==> src/rtl/core/reliable_message_retransmit_table_top_macros.svh <==
// assertion macros for the retransmit table
// no dependencies; included by rmrt_engine, the module that carries checks
`ifndef RELIABLE_MESSAGE_RETRANSMIT_TABLE_TOP_MACROS_SVH
`define RELIABLE_MESSAGE_RETRANSMIT_TABLE_TOP_MACROS_SVH
`ifndef SYNTHESIS
`define RMRT_ASSERT_IMP(lbl, clk, rst, ante, cons) \
  lbl: assert property (@(posedge clk) disable iff (rst) (ante) |-> (cons)) \
    else $error("rmrt check failed");
`define RMRT_ASSERT_NXT(lbl, clk, rst, ante, cons) \
  lbl: assert property (@(posedge clk) disable iff (rst) (ante) |=> (cons)) \
    else $error("rmrt check failed");
`else
`define RMRT_ASSERT_IMP(lbl, clk, rst, ante, cons)
`define RMRT_ASSERT_NXT(lbl, clk, rst, ante, cons)
`endif
`endif

==> src/rtl/core/rmrt_pkg.sv <==
// shared types and codes of the retransmit table
// no dependencies
package rmrt_pkg;

  localparam int MAX_RESULTS = 16;
  localparam int RES_W       = $clog2(MAX_RESULTS + 1);
  localparam int CFG_IDX_W   = 2;

  localparam logic [1:0] FUNC_ADD  = 2'd0;
  localparam logic [1:0] FUNC_ACK  = 2'd1;
  localparam logic [1:0] FUNC_TICK = 2'd2;

  localparam logic [2:0] KIND_ADDED   = 3'd0;
  localparam logic [2:0] KIND_FULL    = 3'd1;
  localparam logic [2:0] KIND_IGNORED = 3'd2;
  localparam logic [2:0] KIND_ACKED   = 3'd3;
  localparam logic [2:0] KIND_SEND    = 3'd4;

  localparam logic [CFG_IDX_W-1:0] CFG_RESEND_INTERVAL  = 2'd0;
  localparam logic [CFG_IDX_W-1:0] CFG_SEND_LIMIT       = 2'd1;
  localparam logic [CFG_IDX_W-1:0] CFG_FORGET_FLAG_MASK = 2'd2;

  typedef struct packed {
    logic [7:0] resend_interval;
    logic [7:0] send_limit;
    logic [7:0] forget_flag_mask;
  } cfg_t;

  typedef struct packed {
    logic [31:0] seq;
    logic [15:0] rcp;
    logic [7:0]  flags;
    logic [15:0] pref;
    logic [10:0] plen;
    logic [7:0]  cooldown;
    logic [7:0]  age;
    logic        mark_new;
    logic        mark_del;
  } entry_t;

  localparam int ENTRY_W = $bits(entry_t);

  typedef struct packed {
    logic [2:0]  kind;
    logic [31:0] seq;
    logic [15:0] rcp;
    logic [7:0]  flags;
    logic [15:0] pref;
    logic [10:0] plen;
    logic        resend;
    logic        last;
  } result_t;

  typedef enum logic [3:0] {
    ST_IDLE,
    ST_ONE,
    ST_ADD,
    ST_ACK_RD,
    ST_ACK_CHK,
    ST_ACK_DONE,
    ST_TICK_RD,
    ST_TICK_CHK,
    ST_TICK_FLUSH,
    ST_RET_RD,
    ST_RET_CHK
  } state_t;

endpackage

==> src/rtl/core/rmrt_if.sv <==
// valid/ready channel interfaces for requests and results
// no dependencies
interface rmrt_in_if;
  logic        valid;
  logic        ready;
  logic [1:0]  func;
  logic [15:0] recipients;
  logic [7:0]  add_flags;
  logic [15:0] payload_ref;
  logic [10:0] payload_len;
  logic [31:0] ack_seq;
  logic [15:0] acker_mask;

  modport source (
    output valid, func, recipients, add_flags, payload_ref, payload_len, ack_seq, acker_mask,
    input  ready
  );
  modport sink (
    input  valid, func, recipients, add_flags, payload_ref, payload_len, ack_seq, acker_mask,
    output ready
  );
endinterface

interface rmrt_out_if;
  logic        valid;
  logic        ready;
  logic [2:0]  out_kind;
  logic [31:0] out_seq;
  logic [15:0] out_recipients;
  logic [7:0]  out_flags;
  logic [15:0] out_payload_ref;
  logic [10:0] out_payload_len;
  logic        out_resend;
  logic        out_last;

  modport source (
    output valid, out_kind, out_seq, out_recipients, out_flags, out_payload_ref,
           out_payload_len, out_resend, out_last,
    input  ready
  );
  modport sink (
    input  valid, out_kind, out_seq, out_recipients, out_flags, out_payload_ref,
           out_payload_len, out_resend, out_last,
    output ready
  );
endinterface

==> src/rtl/core/rmrt_ram.sv <==
// generic single write, single read ram with registered read data
// no dependencies
module rmrt_ram #(
  parameter int WIDTH = 8,
  parameter int DEPTH = 16
) (
  input  logic                     clk,
  input  logic                     we,
  input  logic [$clog2(DEPTH)-1:0] waddr,
  input  logic [WIDTH-1:0]         wdata,
  input  logic                     re,
  input  logic [$clog2(DEPTH)-1:0] raddr,
  output logic [WIDTH-1:0]         rdata
);

  logic [WIDTH-1:0] mem [DEPTH];

  always_ff @(posedge clk) begin
    if (we) begin
      mem[waddr] <= wdata;
    end
    // read data holds while re is low
    if (re) begin
      rdata <= mem[raddr];
    end
  end

endmodule

==> src/rtl/core/rmrt_out_stage.sv <==
// output register of the result channel
// depends on rmrt_pkg and rmrt_out_if
module rmrt_out_stage (
  input  logic             clk,
  input  logic             rst,
  input  logic             push,
  input  rmrt_pkg::result_t res,
  output logic             free,
  rmrt_out_if.source       rsp
);
  import rmrt_pkg::*;

  logic    valid;
  result_t data;

  assign free = !valid || rsp.ready;

  always_ff @(posedge clk) begin
    if (rst) begin
      valid <= 1'b0;
    end else if (push) begin
      valid <= 1'b1;
    end else if (rsp.ready) begin
      valid <= 1'b0;
    end
  end

  always_ff @(posedge clk) begin
    if (push) begin
      data <= res;
    end
  end

  assign rsp.valid           = valid;
  assign rsp.out_kind        = data.kind;
  assign rsp.out_seq         = data.seq;
  assign rsp.out_recipients  = data.rcp;
  assign rsp.out_flags       = data.flags;
  assign rsp.out_payload_ref = data.pref;
  assign rsp.out_payload_len = data.plen;
  assign rsp.out_resend      = data.resend;
  assign rsp.out_last        = data.last;

endmodule

==> src/rtl/core/rmrt_engine.sv <==
// sequencer that reads, modifies and writes back ring entries
// depends on rmrt_pkg, rmrt_in_if and the assertion macros
`include "reliable_message_retransmit_table_top_macros.svh"
module rmrt_engine #(
  parameter int TABLE_DEPTH = 16,
  parameter int PEER_COUNT  = 16
) (
  input  logic                             clk,
  input  logic                             rst,
  input  rmrt_pkg::cfg_t                   cfg,
  rmrt_in_if.sink                          req,
  output logic                             ram_we,
  output logic [$clog2(TABLE_DEPTH)-1:0]   ram_waddr,
  output logic [rmrt_pkg::ENTRY_W-1:0]     ram_wdata,
  output logic                             ram_re,
  output logic [$clog2(TABLE_DEPTH)-1:0]   ram_raddr,
  input  logic [rmrt_pkg::ENTRY_W-1:0]     ram_rdata,
  output logic                             push,
  output rmrt_pkg::result_t                res,
  input  logic                             out_free
);
  import rmrt_pkg::*;

  localparam int PTR_W = $clog2(TABLE_DEPTH);
  localparam int CNT_W = $clog2(TABLE_DEPTH + 1);
  localparam int SUM_W = PTR_W + 2;
  localparam logic [CNT_W-1:0] DEPTH_C = CNT_W'(TABLE_DEPTH);
  localparam logic [PTR_W-1:0] LAST_SLOT = PTR_W'(TABLE_DEPTH - 1);
  localparam logic [RES_W-1:0] MAX_RES_C = RES_W'(MAX_RESULTS);
  localparam logic [15:0] PEER_MASK =
    (PEER_COUNT >= 16) ? 16'hFFFF : 16'((17'd1 << PEER_COUNT) - 17'd1);

  function automatic logic [PTR_W-1:0] slot_of(input logic [PTR_W-1:0] h,
                                               input logic [CNT_W-1:0] off);
    logic [SUM_W-1:0] sum;
    sum = SUM_W'(h) + SUM_W'(off);
    if (sum >= SUM_W'(TABLE_DEPTH)) begin
      sum = sum - SUM_W'(TABLE_DEPTH);
    end
    return sum[PTR_W-1:0];
  endfunction

  state_t            state, state_next;
  logic [PTR_W-1:0]  head, head_next;
  logic [CNT_W-1:0]  count, count_next;
  logic [31:0]       next_seq, next_seq_next;
  logic [CNT_W-1:0]  k, k_next;
  logic [RES_W-1:0]  n, n_next;
  logic              pend_valid, pend_valid_next;
  result_t           pend, pend_next;

  // latched request beat
  logic [2:0]  kind_q;
  logic [15:0] rcp_q;
  logic [7:0]  flags_q;
  logic [15:0] pref_q;
  logic [10:0] plen_q;
  logic [31:0] ack_seq_q;
  logic [15:0] ack_q;

  logic             in_ready;
  logic             accept;
  logic [15:0]      rcp_in;
  logic [2:0]       disp_kind;
  entry_t           rd_e;
  entry_t           wr_e;
  logic [CNT_W-1:0] k_inc;
  logic             k_last;
  logic [PTR_W-1:0] slot_k;
  logic [PTR_W-1:0] slot_k1;
  logic [PTR_W-1:0] slot_cnt;
  logic             ack_hit;
  logic [15:0]      ack_rcp;
  logic             due;
  logic             cool;
  logic             stall;
  logic [RES_W-1:0] n_after;
  logic             walk_more;
  logic [7:0]       age_inc;
  logic             drop;

  assign accept    = req.valid && in_ready;
  assign rcp_in    = req.recipients & PEER_MASK;
  assign disp_kind = (rcp_in == 16'd0) ? KIND_IGNORED : KIND_FULL;

  assign rd_e     = entry_t'(ram_rdata);
  assign k_inc    = k + CNT_W'(1);
  assign k_last   = (k_inc == count);
  assign slot_k   = slot_of(head, k);
  assign slot_k1  = slot_of(head, k_inc);
  assign slot_cnt = slot_of(head, count);

  assign ack_hit  = (rd_e.seq == ack_seq_q);
  assign ack_rcp  = rd_e.rcp & ~ack_q;

  assign due       = !rd_e.mark_del && (rd_e.rcp != 16'd0) && (rd_e.cooldown == 8'd0);
  assign cool      = !rd_e.mark_del && !due && (rd_e.cooldown != 8'd0);
  assign stall     = due && pend_valid && !out_free;
  assign n_after   = n + RES_W'(due);
  assign walk_more = !k_last && (n_after < MAX_RES_C);
  assign age_inc   = (rd_e.age != 8'hFF) ? rd_e.age + 8'd1 : rd_e.age;
  assign drop      = ((rd_e.flags & cfg.forget_flag_mask) != 8'd0) || (age_inc >= cfg.send_limit);

  always_ff @(posedge clk) begin
    if (rst) begin
      state      <= ST_IDLE;
      head       <= '0;
      count      <= '0;
      next_seq   <= '0;
      k          <= '0;
      n          <= '0;
      pend_valid <= 1'b0;
    end else begin
      state      <= state_next;
      head       <= head_next;
      count      <= count_next;
      next_seq   <= next_seq_next;
      k          <= k_next;
      n          <= n_next;
      pend_valid <= pend_valid_next;
    end
  end

  always_ff @(posedge clk) begin
    pend <= pend_next;
    if (accept) begin
      kind_q    <= disp_kind;
      rcp_q     <= rcp_in;
      flags_q   <= req.add_flags;
      pref_q    <= req.payload_ref;
      plen_q    <= req.payload_len;
      ack_seq_q <= req.ack_seq;
      ack_q     <= req.acker_mask & PEER_MASK;
    end
  end

  // next state
  always_comb begin
    state_next = state;
    case (state)
      ST_IDLE: begin
        if (req.valid) begin
          case (req.func)
            FUNC_ADD: begin
              if (rcp_in == 16'd0 || count >= DEPTH_C) begin
                state_next = ST_ONE;
              end else begin
                state_next = ST_ADD;
              end
            end
            FUNC_ACK:  state_next = ST_ACK_RD;
            FUNC_TICK: state_next = ST_TICK_RD;
            default:   state_next = ST_IDLE;
          endcase
        end
      end
      ST_ONE, ST_ADD: begin
        if (out_free) begin
          state_next = ST_IDLE;
        end
      end
      ST_ACK_RD: begin
        state_next = (count == '0) ? ST_ACK_DONE : ST_ACK_CHK;
      end
      ST_ACK_CHK: begin
        if (ack_hit || k_last) begin
          state_next = ST_ACK_DONE;
        end
      end
      ST_ACK_DONE: begin
        if (out_free) begin
          state_next = ST_RET_RD;
        end
      end
      ST_TICK_RD: begin
        state_next = (count == '0) ? ST_TICK_FLUSH : ST_TICK_CHK;
      end
      ST_TICK_CHK: begin
        if (!stall && !walk_more) begin
          state_next = ST_TICK_FLUSH;
        end
      end
      ST_TICK_FLUSH: begin
        if (!pend_valid || out_free) begin
          state_next = ST_RET_RD;
        end
      end
      ST_RET_RD: begin
        state_next = (count == '0) ? ST_IDLE : ST_RET_CHK;
      end
      ST_RET_CHK: begin
        state_next = rd_e.mark_del ? ST_RET_RD : ST_IDLE;
      end
      default: state_next = ST_IDLE;
    endcase
  end

  // outputs and datapath
  always_comb begin
    in_ready        = 1'b0;
    ram_we          = 1'b0;
    ram_waddr       = slot_k;
    wr_e            = rd_e;
    ram_re          = 1'b0;
    ram_raddr       = slot_k;
    push            = 1'b0;
    res             = '0;
    head_next       = head;
    count_next      = count;
    next_seq_next   = next_seq;
    k_next          = k;
    n_next          = n;
    pend_valid_next = pend_valid;
    pend_next       = pend;
    case (state)
      ST_IDLE: begin
        in_ready = 1'b1;
        k_next   = '0;
        n_next   = '0;
      end
      ST_ONE: begin
        push     = out_free;
        res.kind = kind_q;
        res.last = 1'b1;
      end
      ST_ADD: begin
        if (out_free) begin
          push          = 1'b1;
          res.kind      = KIND_ADDED;
          res.seq       = next_seq + 32'd1;
          res.last      = 1'b1;
          next_seq_next = next_seq + 32'd1;
          count_next    = count + CNT_W'(1);
          ram_we        = 1'b1;
          ram_waddr     = slot_cnt;
          wr_e.seq      = next_seq + 32'd1;
          wr_e.rcp      = rcp_q;
          wr_e.flags    = flags_q;
          wr_e.pref     = pref_q;
          wr_e.plen     = plen_q;
          wr_e.cooldown = 8'd0;
          wr_e.age      = 8'd0;
          wr_e.mark_new = 1'b1;
          wr_e.mark_del = 1'b0;
        end
      end
      ST_ACK_RD, ST_TICK_RD: begin
        ram_re = (count != '0);
      end
      ST_ACK_CHK: begin
        if (ack_hit) begin
          if (!rd_e.mark_del) begin
            ram_we        = 1'b1;
            wr_e.rcp      = ack_rcp;
            wr_e.mark_del = (ack_rcp == 16'd0);
          end
        end else if (!k_last) begin
          ram_re    = 1'b1;
          ram_raddr = slot_k1;
          k_next    = k_inc;
        end
      end
      ST_ACK_DONE: begin
        push     = out_free;
        res.kind = KIND_ACKED;
        res.seq  = ack_seq_q;
        res.last = 1'b1;
      end
      ST_TICK_CHK: begin
        if (!stall) begin
          if (due) begin
            // earlier send goes out now that another follows it
            push             = pend_valid;
            res              = pend;
            pend_valid_next  = 1'b1;
            pend_next.kind   = KIND_SEND;
            pend_next.seq    = rd_e.seq;
            pend_next.rcp    = rd_e.rcp;
            pend_next.flags  = rd_e.flags;
            pend_next.pref   = rd_e.pref;
            pend_next.plen   = rd_e.plen;
            pend_next.resend = !rd_e.mark_new;
            pend_next.last   = 1'b0;
            n_next           = n_after;
            ram_we           = 1'b1;
            wr_e.mark_new    = 1'b0;
            wr_e.cooldown    = cfg.resend_interval;
            wr_e.age         = age_inc;
            wr_e.mark_del    = drop;
          end else if (cool) begin
            ram_we        = 1'b1;
            wr_e.cooldown = rd_e.cooldown - 8'd1;
          end
          if (walk_more) begin
            ram_re    = 1'b1;
            ram_raddr = slot_k1;
            k_next    = k_inc;
          end
        end
      end
      ST_TICK_FLUSH: begin
        if (pend_valid && out_free) begin
          push            = 1'b1;
          res             = pend;
          res.last        = 1'b1;
          pend_valid_next = 1'b0;
        end
      end
      ST_RET_RD: begin
        ram_re    = (count != '0);
        ram_raddr = head;
      end
      ST_RET_CHK: begin
        if (rd_e.mark_del) begin
          head_next  = (head == LAST_SLOT) ? '0 : head + PTR_W'(1);
          count_next = count - CNT_W'(1);
        end
      end
      default: begin
      end
    endcase
  end

  assign req.ready = in_ready;
  assign ram_wdata = wr_e;

  `RMRT_ASSERT_IMP(a_push_room, clk, rst, push, out_free)
  `RMRT_ASSERT_IMP(a_count_max, clk, rst, 1'b1, count <= DEPTH_C)
  `RMRT_ASSERT_IMP(a_idle_quiet, clk, rst, state == ST_IDLE, !pend_valid && !ram_we)
  `RMRT_ASSERT_IMP(a_send_cap, clk, rst, state == ST_TICK_CHK, n < MAX_RES_C)
  `RMRT_ASSERT_NXT(a_add_grows, clk, rst, state == ST_ADD && out_free, count == $past(count) + CNT_W'(1))

endmodule

==> src/rtl/core/reliable_message_retransmit_table_top.sv <==
// channel    | dir | handshake     | payload
// req        | in  | valid / ready | func, recipients, add_flags, payload_ref, payload_len,
//            |     |               | ack_seq, acker_mask
// rsp        | out | valid / ready | out_kind .. out_last
// cfg        | in  | cfg_we        | cfg_index, cfg_wdata
//
// add, full or ignored give one result; ack walks the ring up to the matching entry;
// tick walks the ring one entry per cycle while the result port does not stall it, through
// the single read port of the entry ram, and stops once MAX_RESULTS sends are out.
// ack and tick then retire deleted head entries.
// reset clears head, count and sequence; entry ram needs no clearing pass.
// a stalled result port holds the walk only when a new result has nowhere to go.
// depends on rmrt_pkg, rmrt_if, rmrt_engine, rmrt_ram, rmrt_out_stage
module reliable_message_retransmit_table_top #(
  parameter int TABLE_DEPTH = 16,
  parameter int PEER_COUNT  = 16
) (
  input  logic                           clk,
  input  logic                           rst,
  rmrt_in_if.sink                        req,
  rmrt_out_if.source                     rsp,
  input  logic                           cfg_we,
  input  logic [rmrt_pkg::CFG_IDX_W-1:0] cfg_index,
  input  logic [7:0]                     cfg_wdata
);
  import rmrt_pkg::*;

  localparam int PTR_W = $clog2(TABLE_DEPTH);

  cfg_t                 cfg_q;
  logic                 ram_we;
  logic [PTR_W-1:0]     ram_waddr;
  logic [ENTRY_W-1:0]   ram_wdata;
  logic                 ram_re;
  logic [PTR_W-1:0]     ram_raddr;
  logic [ENTRY_W-1:0]   ram_rdata;
  logic                 push;
  result_t              res;
  logic                 out_free;

  always_ff @(posedge clk) begin
    if (rst) begin
      cfg_q.resend_interval  <= 8'd8;
      cfg_q.send_limit       <= 8'd16;
      cfg_q.forget_flag_mask <= 8'd1;
    end else if (cfg_we) begin
      case (cfg_index)
        CFG_RESEND_INTERVAL:  cfg_q.resend_interval  <= cfg_wdata;
        CFG_SEND_LIMIT:       cfg_q.send_limit       <= cfg_wdata;
        CFG_FORGET_FLAG_MASK: cfg_q.forget_flag_mask <= cfg_wdata;
        default: begin
        end
      endcase
    end
  end

  rmrt_engine #(
    .TABLE_DEPTH (TABLE_DEPTH),
    .PEER_COUNT  (PEER_COUNT)
  ) u_engine (
    .clk       (clk),
    .rst       (rst),
    .cfg       (cfg_q),
    .req       (req),
    .ram_we    (ram_we),
    .ram_waddr (ram_waddr),
    .ram_wdata (ram_wdata),
    .ram_re    (ram_re),
    .ram_raddr (ram_raddr),
    .ram_rdata (ram_rdata),
    .push      (push),
    .res       (res),
    .out_free  (out_free)
  );

  rmrt_ram #(
    .WIDTH (ENTRY_W),
    .DEPTH (TABLE_DEPTH)
  ) u_entry_ram (
    .clk   (clk),
    .we    (ram_we),
    .waddr (ram_waddr),
    .wdata (ram_wdata),
    .re    (ram_re),
    .raddr (ram_raddr),
    .rdata (ram_rdata)
  );

  rmrt_out_stage u_out (
    .clk  (clk),
    .rst  (rst),
    .push (push),
    .res  (res),
    .free (out_free),
    .rsp  (rsp)
  );

endmodule
==> src/flat_wrapper.sv <==
// flat-port wrapper written by rule: the top's interface ports become plain ports
module reliable_message_retransmit_table_top_flat import rmrt_pkg::*;
#(
  parameter int TABLE_DEPTH = 16,
  parameter int PEER_COUNT  = 16
)
  (clk, rst, cfg_we, cfg_index, cfg_wdata, req_valid, req_func, req_recipients, req_add_flags, req_payload_ref, req_payload_len, req_ack_seq, req_acker_mask, req_ready, rsp_valid, rsp_out_kind, rsp_out_seq, rsp_out_recipients, rsp_out_flags, rsp_out_payload_ref, rsp_out_payload_len, rsp_out_resend, rsp_out_last, rsp_ready);
  rmrt_in_if req_i ();
  rmrt_out_if rsp_i ();
  input  logic clk;
  input  logic rst;
  input  logic cfg_we;
  input  logic [rmrt_pkg::CFG_IDX_W-1:0] cfg_index;
  input  logic [7:0] cfg_wdata;
  input wire logic [$bits(req_i.valid)-1:0] req_valid;
  input wire logic [$bits(req_i.func)-1:0] req_func;
  input wire logic [$bits(req_i.recipients)-1:0] req_recipients;
  input wire logic [$bits(req_i.add_flags)-1:0] req_add_flags;
  input wire logic [$bits(req_i.payload_ref)-1:0] req_payload_ref;
  input wire logic [$bits(req_i.payload_len)-1:0] req_payload_len;
  input wire logic [$bits(req_i.ack_seq)-1:0] req_ack_seq;
  input wire logic [$bits(req_i.acker_mask)-1:0] req_acker_mask;
  output wire logic [$bits(req_i.ready)-1:0] req_ready;
  output wire logic [$bits(rsp_i.valid)-1:0] rsp_valid;
  output wire logic [$bits(rsp_i.out_kind)-1:0] rsp_out_kind;
  output wire logic [$bits(rsp_i.out_seq)-1:0] rsp_out_seq;
  output wire logic [$bits(rsp_i.out_recipients)-1:0] rsp_out_recipients;
  output wire logic [$bits(rsp_i.out_flags)-1:0] rsp_out_flags;
  output wire logic [$bits(rsp_i.out_payload_ref)-1:0] rsp_out_payload_ref;
  output wire logic [$bits(rsp_i.out_payload_len)-1:0] rsp_out_payload_len;
  output wire logic [$bits(rsp_i.out_resend)-1:0] rsp_out_resend;
  output wire logic [$bits(rsp_i.out_last)-1:0] rsp_out_last;
  input wire logic [$bits(rsp_i.ready)-1:0] rsp_ready;
  assign req_i.valid = req_valid;
  assign req_i.func = req_func;
  assign req_i.recipients = req_recipients;
  assign req_i.add_flags = req_add_flags;
  assign req_i.payload_ref = req_payload_ref;
  assign req_i.payload_len = req_payload_len;
  assign req_i.ack_seq = req_ack_seq;
  assign req_i.acker_mask = req_acker_mask;
  assign req_ready = req_i.ready;
  assign rsp_valid = rsp_i.valid;
  assign rsp_out_kind = rsp_i.out_kind;
  assign rsp_out_seq = rsp_i.out_seq;
  assign rsp_out_recipients = rsp_i.out_recipients;
  assign rsp_out_flags = rsp_i.out_flags;
  assign rsp_out_payload_ref = rsp_i.out_payload_ref;
  assign rsp_out_payload_len = rsp_i.out_payload_len;
  assign rsp_out_resend = rsp_i.out_resend;
  assign rsp_out_last = rsp_i.out_last;
  assign rsp_i.ready = rsp_ready;
  reliable_message_retransmit_table_top #(.TABLE_DEPTH(TABLE_DEPTH), .PEER_COUNT(PEER_COUNT)) u_core (.clk(clk), .rst(rst), .req(req_i), .rsp(rsp_i), .cfg_we(cfg_we), .cfg_index(cfg_index), .cfg_wdata(cfg_wdata));
endmodule
==> config.mk <==
export PLATFORM = sky130hd
export DESIGN_NAME = reliable_message_retransmit_table_top_flat
export DESIGN_NICKNAME = d
export VERILOG_FILES = /design/src/rtl/core/rmrt_pkg.sv /design/src/rtl/core/rmrt_if.sv /design/src/rtl/core/rmrt_ram.sv /design/src/rtl/core/rmrt_out_stage.sv /design/src/rtl/core/rmrt_engine.sv /design/src/rtl/core/reliable_message_retransmit_table_top.sv /design/src/flat_wrapper.sv
export VERILOG_INCLUDE_DIRS = /design/src /design/src/rtl/core
export SDC_FILE = /design/constraint.sdc
export NUM_CORES = 2
export LEC_CHECK = 0
export BUFFER_PORTS_ARGS = -buffer_cell sky130_fd_sc_hd__buf_4
export CAP_MARGIN = 20
export CORE_MARGIN = 3
export CORE_UTILIZATION = 26
export DETAILED_ROUTE_END_ITERATION = 7
export HOLD_SLACK_MARGIN = 0.1
export SLEW_MARGIN = 30
export SYNTH_ARGS = -nofsm -noshare
export SYNTH_HDL_FRONTEND = slang
export SYNTH_SLANG_ARGS = --single-unit
export TNS_END_PERCENT = 10
==> constraint.sdc <==
create_clock -name clk -period 16.85 [get_ports clk]
set_input_delay 3.37 -clock clk [delete_from_list [all_inputs] [get_ports clk]]
set_output_delay 3.37 -clock clk [all_outputs]
set_load 0.005 [all_outputs]
Word level (Yosys, flattened, before mapping) --
Memory sizes are Yosys's and may differ from the RTL's. A register that Yosys moved wholly into a read port is not among the register bits. Cells that the tools add are included.
Word-level totals: output and inout bits 90, memories 1, RAM bits 1616, flip-flop bits (word level) 355, logic and storage cells 227, input port bits 116
Memory list:
- u_core.u_entry_ram.mem | depth 16, width 101, rd ports 1, clocked after memory_dff 1, wr ports 1, RTL line rmrt_ram.sv:16 | logic [WIDTH-1:0] mem [DEPTH];
Cells by class: mux-type cells 84, bitwise logic cells 4, $lt $le $gt $ge 6, eq/ne operators 32, reduce and logical (&&, ||, !) cells 54, add/subtract/negate cells 14
Operators by type and width (count):
- two-way mux 88 bit | 3
- one-hot mux 32 bit (4 select lines) | 1
- one-hot mux 52 bit (2 select lines) | 1
- two-way mux 101 bit | 1
- two-way mux 4 bit | 19
- two-way mux 32 bit | 2
- two-way mux 5 bit | 8
- one-hot mux 4 bit (10 select lines) | 1
- two-way mux 35 bit | 1
- one-hot mux 17 bit (2 select lines) | 1
- adder 32 x 1 -> 32 bit (second input constant) | 1
- equality test 32 bit | 1
- logical NOT 16 bit | 2
- two-way mux 16 bit | 2
- one-hot mux 16 bit (2 select lines) | 1
- != test 2 bit (second input constant) | 14
- two-way mux 1 bit | 24
- two-way mux 8 bit | 3
- one-hot mux 4 bit (3 select lines) | 2
- one-hot mux 5 bit (2 select lines) | 2
- adder 4 x 5 -> 6 bit | 3
- greater-or-equal comparator 6 x 5 -> 1 bit (second input constant) | 3
- two-way mux 18 bit | 1
- AND 16 bit | 1
- other kinds (47) | 96

Logic depth before layout (Yosys ltp) --
depth after elaboration 12, depth in mapped cells 19, gate-level depth less buffers 16

Cells and area by module --
From an unflattened synthesis, not the netlist that was laid out.
Unflattened totals: cell total of the unflattened synthesis 4015, area total of the unflattened synthesis 79945.4 um^2
By module, submodules not included:
- rmrt_ram | seq. area each 51559.4 um^2, cells an instance 2585, times used 1, area each 63474.6 um^2
- rmrt_engine | seq. area each 6676.4 um^2, cells an instance 1244, times used 1, area each 12782.3 um^2
- rmrt_out_stage | seq. area each 2662.6 um^2, cells an instance 92, times used 1, area each 2688.8 um^2
- reliable_message_retransmit_table_top | seq. area each 480.5 um^2, cells an instance 94, times used 1, area each 999.7 um^2

Least setup slack after synthesis --
Ideal clock, no wire load.
path kind input to register, start input port rsp_ready, end memory u_core.u_entry_ram.mem[13][0] (netlist name) (enable), required time 16.288 ns, setup time 0.562 ns, data arrival time 8.963 ns, stages on the path 9, slack 7.325 ns, buffers on the path 3, cells stage by stage nor2b_1 -> clkbuf_1 -> nor4_1 -> clkbuf_1 -> clkbuf_1 -> nand2_1 -> o21ai_0 -> nand2_1 -> nor2_1
On the way: longest elaborated chain between the ends 7, elaborated cells between the ends (all ways) 10, classes of those cells mux: 7; reduce/logical: 3
Ends and longest elaborated chain:
- start: declaration | RTL line flat_wrapper.sv:33 | input wire logic [$bits(rsp_i.ready)-1:0] rsp_ready;
- logical OR 1 bit * | RTL line rmrt_out_stage.sv:16 | assign free = !valid || rsp.ready;
- logical NOT 1 bit | RTL line rmrt_engine.sv:98 | assign stall = due && pend_valid && !out_free;
- logical AND 1 bit | RTL line rmrt_engine.sv:98
- two-way mux 1 bit | RTL line rmrt_engine.sv:270 | if (!stall) begin
- one-hot mux 1 bit (3 select lines) | RTL line rmrt_engine.sv:215 | case (state)
- two-way mux 1 bit | RTL line rmrt_ram.sv:19 | if (we) begin
- two-way mux 1 bit (implied by the code) | RTL line rmrt_ram.sv:20 | mem[waddr] <= wdata;
- end: declaration | RTL line rmrt_ram.sv:16
Mark *: on every way between the ends. The rest lies on a longest branch, timed or not.

Worst setup path after layout --
start input port rsp_ready, end register u_core.u_entry_ram.rdata[46] (read register of u_core.u_entry_ram.mem), data pin
On the way: longest elaborated chain between the ends 5, elaborated cells between the ends (all ways) 7, classes of those cells mux: 4; reduce/logical: 3
Ends and longest elaborated chain:
- logical OR 1 bit * | RTL line rmrt_out_stage.sv:16
- logical NOT 1 bit * | RTL line rmrt_engine.sv:98
- logical AND 1 bit * | RTL line rmrt_engine.sv:98
- two-way mux 4 bit / two-way mux 1 bit (equally long branches) | RTL line rmrt_engine.sv:270
- one-hot mux 4 bit (3 select lines) / one-hot mux 1 bit (3 select lines) (equally long branches) | RTL line rmrt_engine.sv:215
- end: declaration | RTL line rmrt_ram.sv:13 | output logic [WIDTH-1:0] rdata
Marks and branches as above. A chain may end at the register's enable or synchronous reset.

==> results_dict.tcl <==
set metrics [dict create \
    utilization 0.3046 \
    tightest_slew_ps 1201 \
    holdCritPathClass "reg -> reg" \
    finalCriticalPeriod_ps 8119 \
    status "complete, no violations" \
    grt-ovfl-total 0 \
    grt_pass1_wl_um 329800 \
    first_pass_iters 6 \
    yosysWarnings 0 \
    fp.dieW_um 570.0 \
    p_per_area_nw_per_um2 150.4 \
    rsz0062_at_grt "false" \
    cts_root_buffer "clkbuf_16" \
    grt_max_degree 196 \
    peakVddDrop_v 0.0001445 \
    io_buffers 205 \
    max_freq_ghz 0.1232 \
    avgSynthCellArea_um2 15.58 \
    route.detailed.wl_per_inst_um 23.50 \
    setup_viol 0 \
    final.period_utilization 0.4819 \
    gp_congestion 0.8170 \
    seq_area_frac_synth 0.7420 \
    row_count 206 \
    max_stage_delay_ps 780 \
    synthesis.nets 5459 \
    grt_usage 0.1365 \
    p_leak_nw 31.49 \
    dp.cells 9424 \
    setup_tns_ps 0 \
    drv_cap 0 \
    p_total_mw 14.47 \
    clk_pin_slew_ps 60 \
    slowest_stage "buf_4" \
    slew_headroom 0.1992 \
    clock-sinks 2071 \
    ys_ff_latch 2071 \
    ios 206 \
    routed_wl_um 230500 \
    post-place-ws_ps 7731 \
    die_h_um 570.0 \
    setup_ws_ps 8731 \
    synth.top_cell.area_share 0.7224 \
    path_class "in -> reg" \
    hold_buffers 0 \
    dp_hpwl_um 125900 \
    syn-instance-count 5308 \
    drv_slew 0 \
    start_util 0.2620 \
    worstSetupEndpointType "register" \
    vias_per_cell 4.888 \
    grt_pass1_vias 46750 \
    cts-htree-levels 4 \
    crit_family "buffers and inverters" \
    synth.most_common_cell "edfxtp_1" \
    cp_cell_sequence "buf_4 > nor2b_1 > nand3_1 > and3_1 > mux2i_1 > a221o_4 > buf_4 > buf_4 > buf_4 > buf_16 > mux2i_1 > mux2i_1 > o22a_1 > and3_1" \
    synth_area_um2 82720 \
    layout.nets 5632 \
    initialDrtViolationCount 5168 \
    cts_tree "built" \
    start_kind "input port" \
    synthTopCellsByCount "1990 x edfxtp_1, 629 x mux2i_1, 436 x nand3_1, 310 x and3_1, 224 x nand4_1" \
    path_buf_inv 5 \
    synth_area_leaders "edfxtp_1 72%, mux2i_1 7.6%, nand3_1 2.6%, and3_1 2.3%, dfxtp_1 2.0%" \
    dr_total_vias 47930 \
    drtAntennaViolNets 0 \
    fin_skew_ps 98.59 \
    route.detailed.drc 0 \
    ys.flop_type "edfxtp_1" \
    core_um2 315700 \
    cts_buffers 210 \
    cts_setup_buffers 0 \
    synth_edf_count 1990 \
    report.final.hold_viol_count 0 \
    fin_cells 9807 \
    clock_path_buffers 4 \
    cp.arrival_ps 8740 \
    ys_async_sr_fraction 0 \
    yosys.area.top_type "edfxtp_1" \
    synth.distinct_cells 71 \
    insertion_delay_ps 910 \
    path_common_cell "buf_4" \
    crit_fanout 46 \
    die_area_um2 324900 \
    antenna_found_initial 23 \
    syn2layout_area_growth_pct 16.28 \
    post_cts_resized 0 \
    cp.required_ps 17470 \
    drive_above_1_share 0.1196 \
]
logic make-up after synthesis:
kind of cell,Yosys count,synth area share
DFF,2071,0.7420
adders and majority gates,35,0.005657
and+or+nand+nor,1489,0.09463
muxes,630,0.07625
xor gates and xnor gates,104,0.01110
AOI/OAI and AO/OA,572,0.04853
buffers and inverters,407,0.02180
cells in the final DEF, fill, tap and decap left out, drive strengths merged, types with 44 or more instances in the layout:
cell | synthesis | final
a21o | 48 | 48
a21oi | 72 | 72
a31oi | 206 | 206
and2 | 57 | 57
and3 | 310 | 310
buf | 135 | 317
clkbuf | 221 | 251
clkinv | 1 | 78
dfxtp | 81 | 81
edfxtp | 1990 | 1990
inv | 50 | 58
mux2i | 629 | 629
nand2 | 220 | 220
nand3 | 437 | 437
nand4 | 224 | 224
nor2 | 162 | 162
o21ai | 46 | 46
o22a | 102 | 102
xnor2 | 60 | 60
xor2 | 44 | 44
state kept, by name (all words and copies together) (netlist names), 8 cells and up:
name,count
u_core.cfg_q,24
u_core.u_out.rsp.out_recipients,16
u_core.u_engine.flags_q,8
u_core.u_engine.ack_seq_q,32
u_core.u_out.rsp.out_flags,8
u_core.u_out.rsp.out_payload_ref,16
u_core.u_out.rsp.out_seq,32
u_core.u_engine.plen_q,11
u_core.u_entry_ram.rdata,101
u_core.u_engine.pref_q,16
u_core.u_out.rsp.out_payload_len,11
u_core.u_engine.rcp_q,16
u_core.u_entry_ram.mem,1616
u_core.u_engine.next_seq,32
u_core.u_engine.ack_q,16
u_core.u_engine.pend,84
where the power goes:
group	switching (mW)	internal, mW
combinational	1.99	0.801
sequential	0.259	6.70
clock	1.96	2.75
final cells by class:
| cell class | instances | area [µm²] |
|---|---|---|
| timing repair buffer | 317 | 2664 |
| tap | 4160 | 5205 |
| sequential | 2071 | 61380 |
| clock inverter | 122 | 1358 |
| fill | 30700 | 219600 |
| clock buffer | 251 | 5554 |
| inverter | 51 | 193.9 |
| antenna | 5 | 12.51 |
| multi-input combinational | 2830 | 19820 |
stage by stage:
stage / instance area (µm²) / hold WS (ps)
global route: 96170 / 429.4
global placement: 88990 / 441.6
detailed placement: 89100 / 438.8
floorplan: 82720 / 426.2
finish: 96180 / 415.7
CTS: 96010 / 416.2
final timing paths:
path	slack [ps]	endpoint	depth (start not counted)	startpoint
max reg2reg	8910	u_core.u_entry_ram.rdata[46]	18	u_core.u_entry_ram.rdata[57]
min reg2reg	420	u_core.u_engine.pend[5]	0	u_core.u_entry_ram.rdata[21]
min	420	u_core.u_engine.pend[5]	0	u_core.u_entry_ram.rdata[21]
max	8730	u_core.u_entry_ram.rdata[46]	14	rsp_ready
layer usage:
layer	vias to the layer above	global-route usage	part of all wire
met2	1742	0.2265	0.48
met1	24710	0.1827	0.42
li1	21140	-	-
met5	-	0	0.00034
met3	333	0.02375	0.072
met4	12	0.03904	0.027
worst reg2reg max path: stages, from the launching register on:
cell	delay (ps)
edfxtp_1	580
nor4_1	390
nand4_1	640
nor3b_2	520
ha_1	300
ha_1	210
nand3_1	110
xor2_1	400
and3_1	410
mux2i_1	260
a221o_4	630
buf_4	770
buf_4	840
buf_4	550
buf_16	300
mux2i_1	310
mux2i_1	110
o22a_1	220
and3_1	170
(Power assumes the default switching activity.)
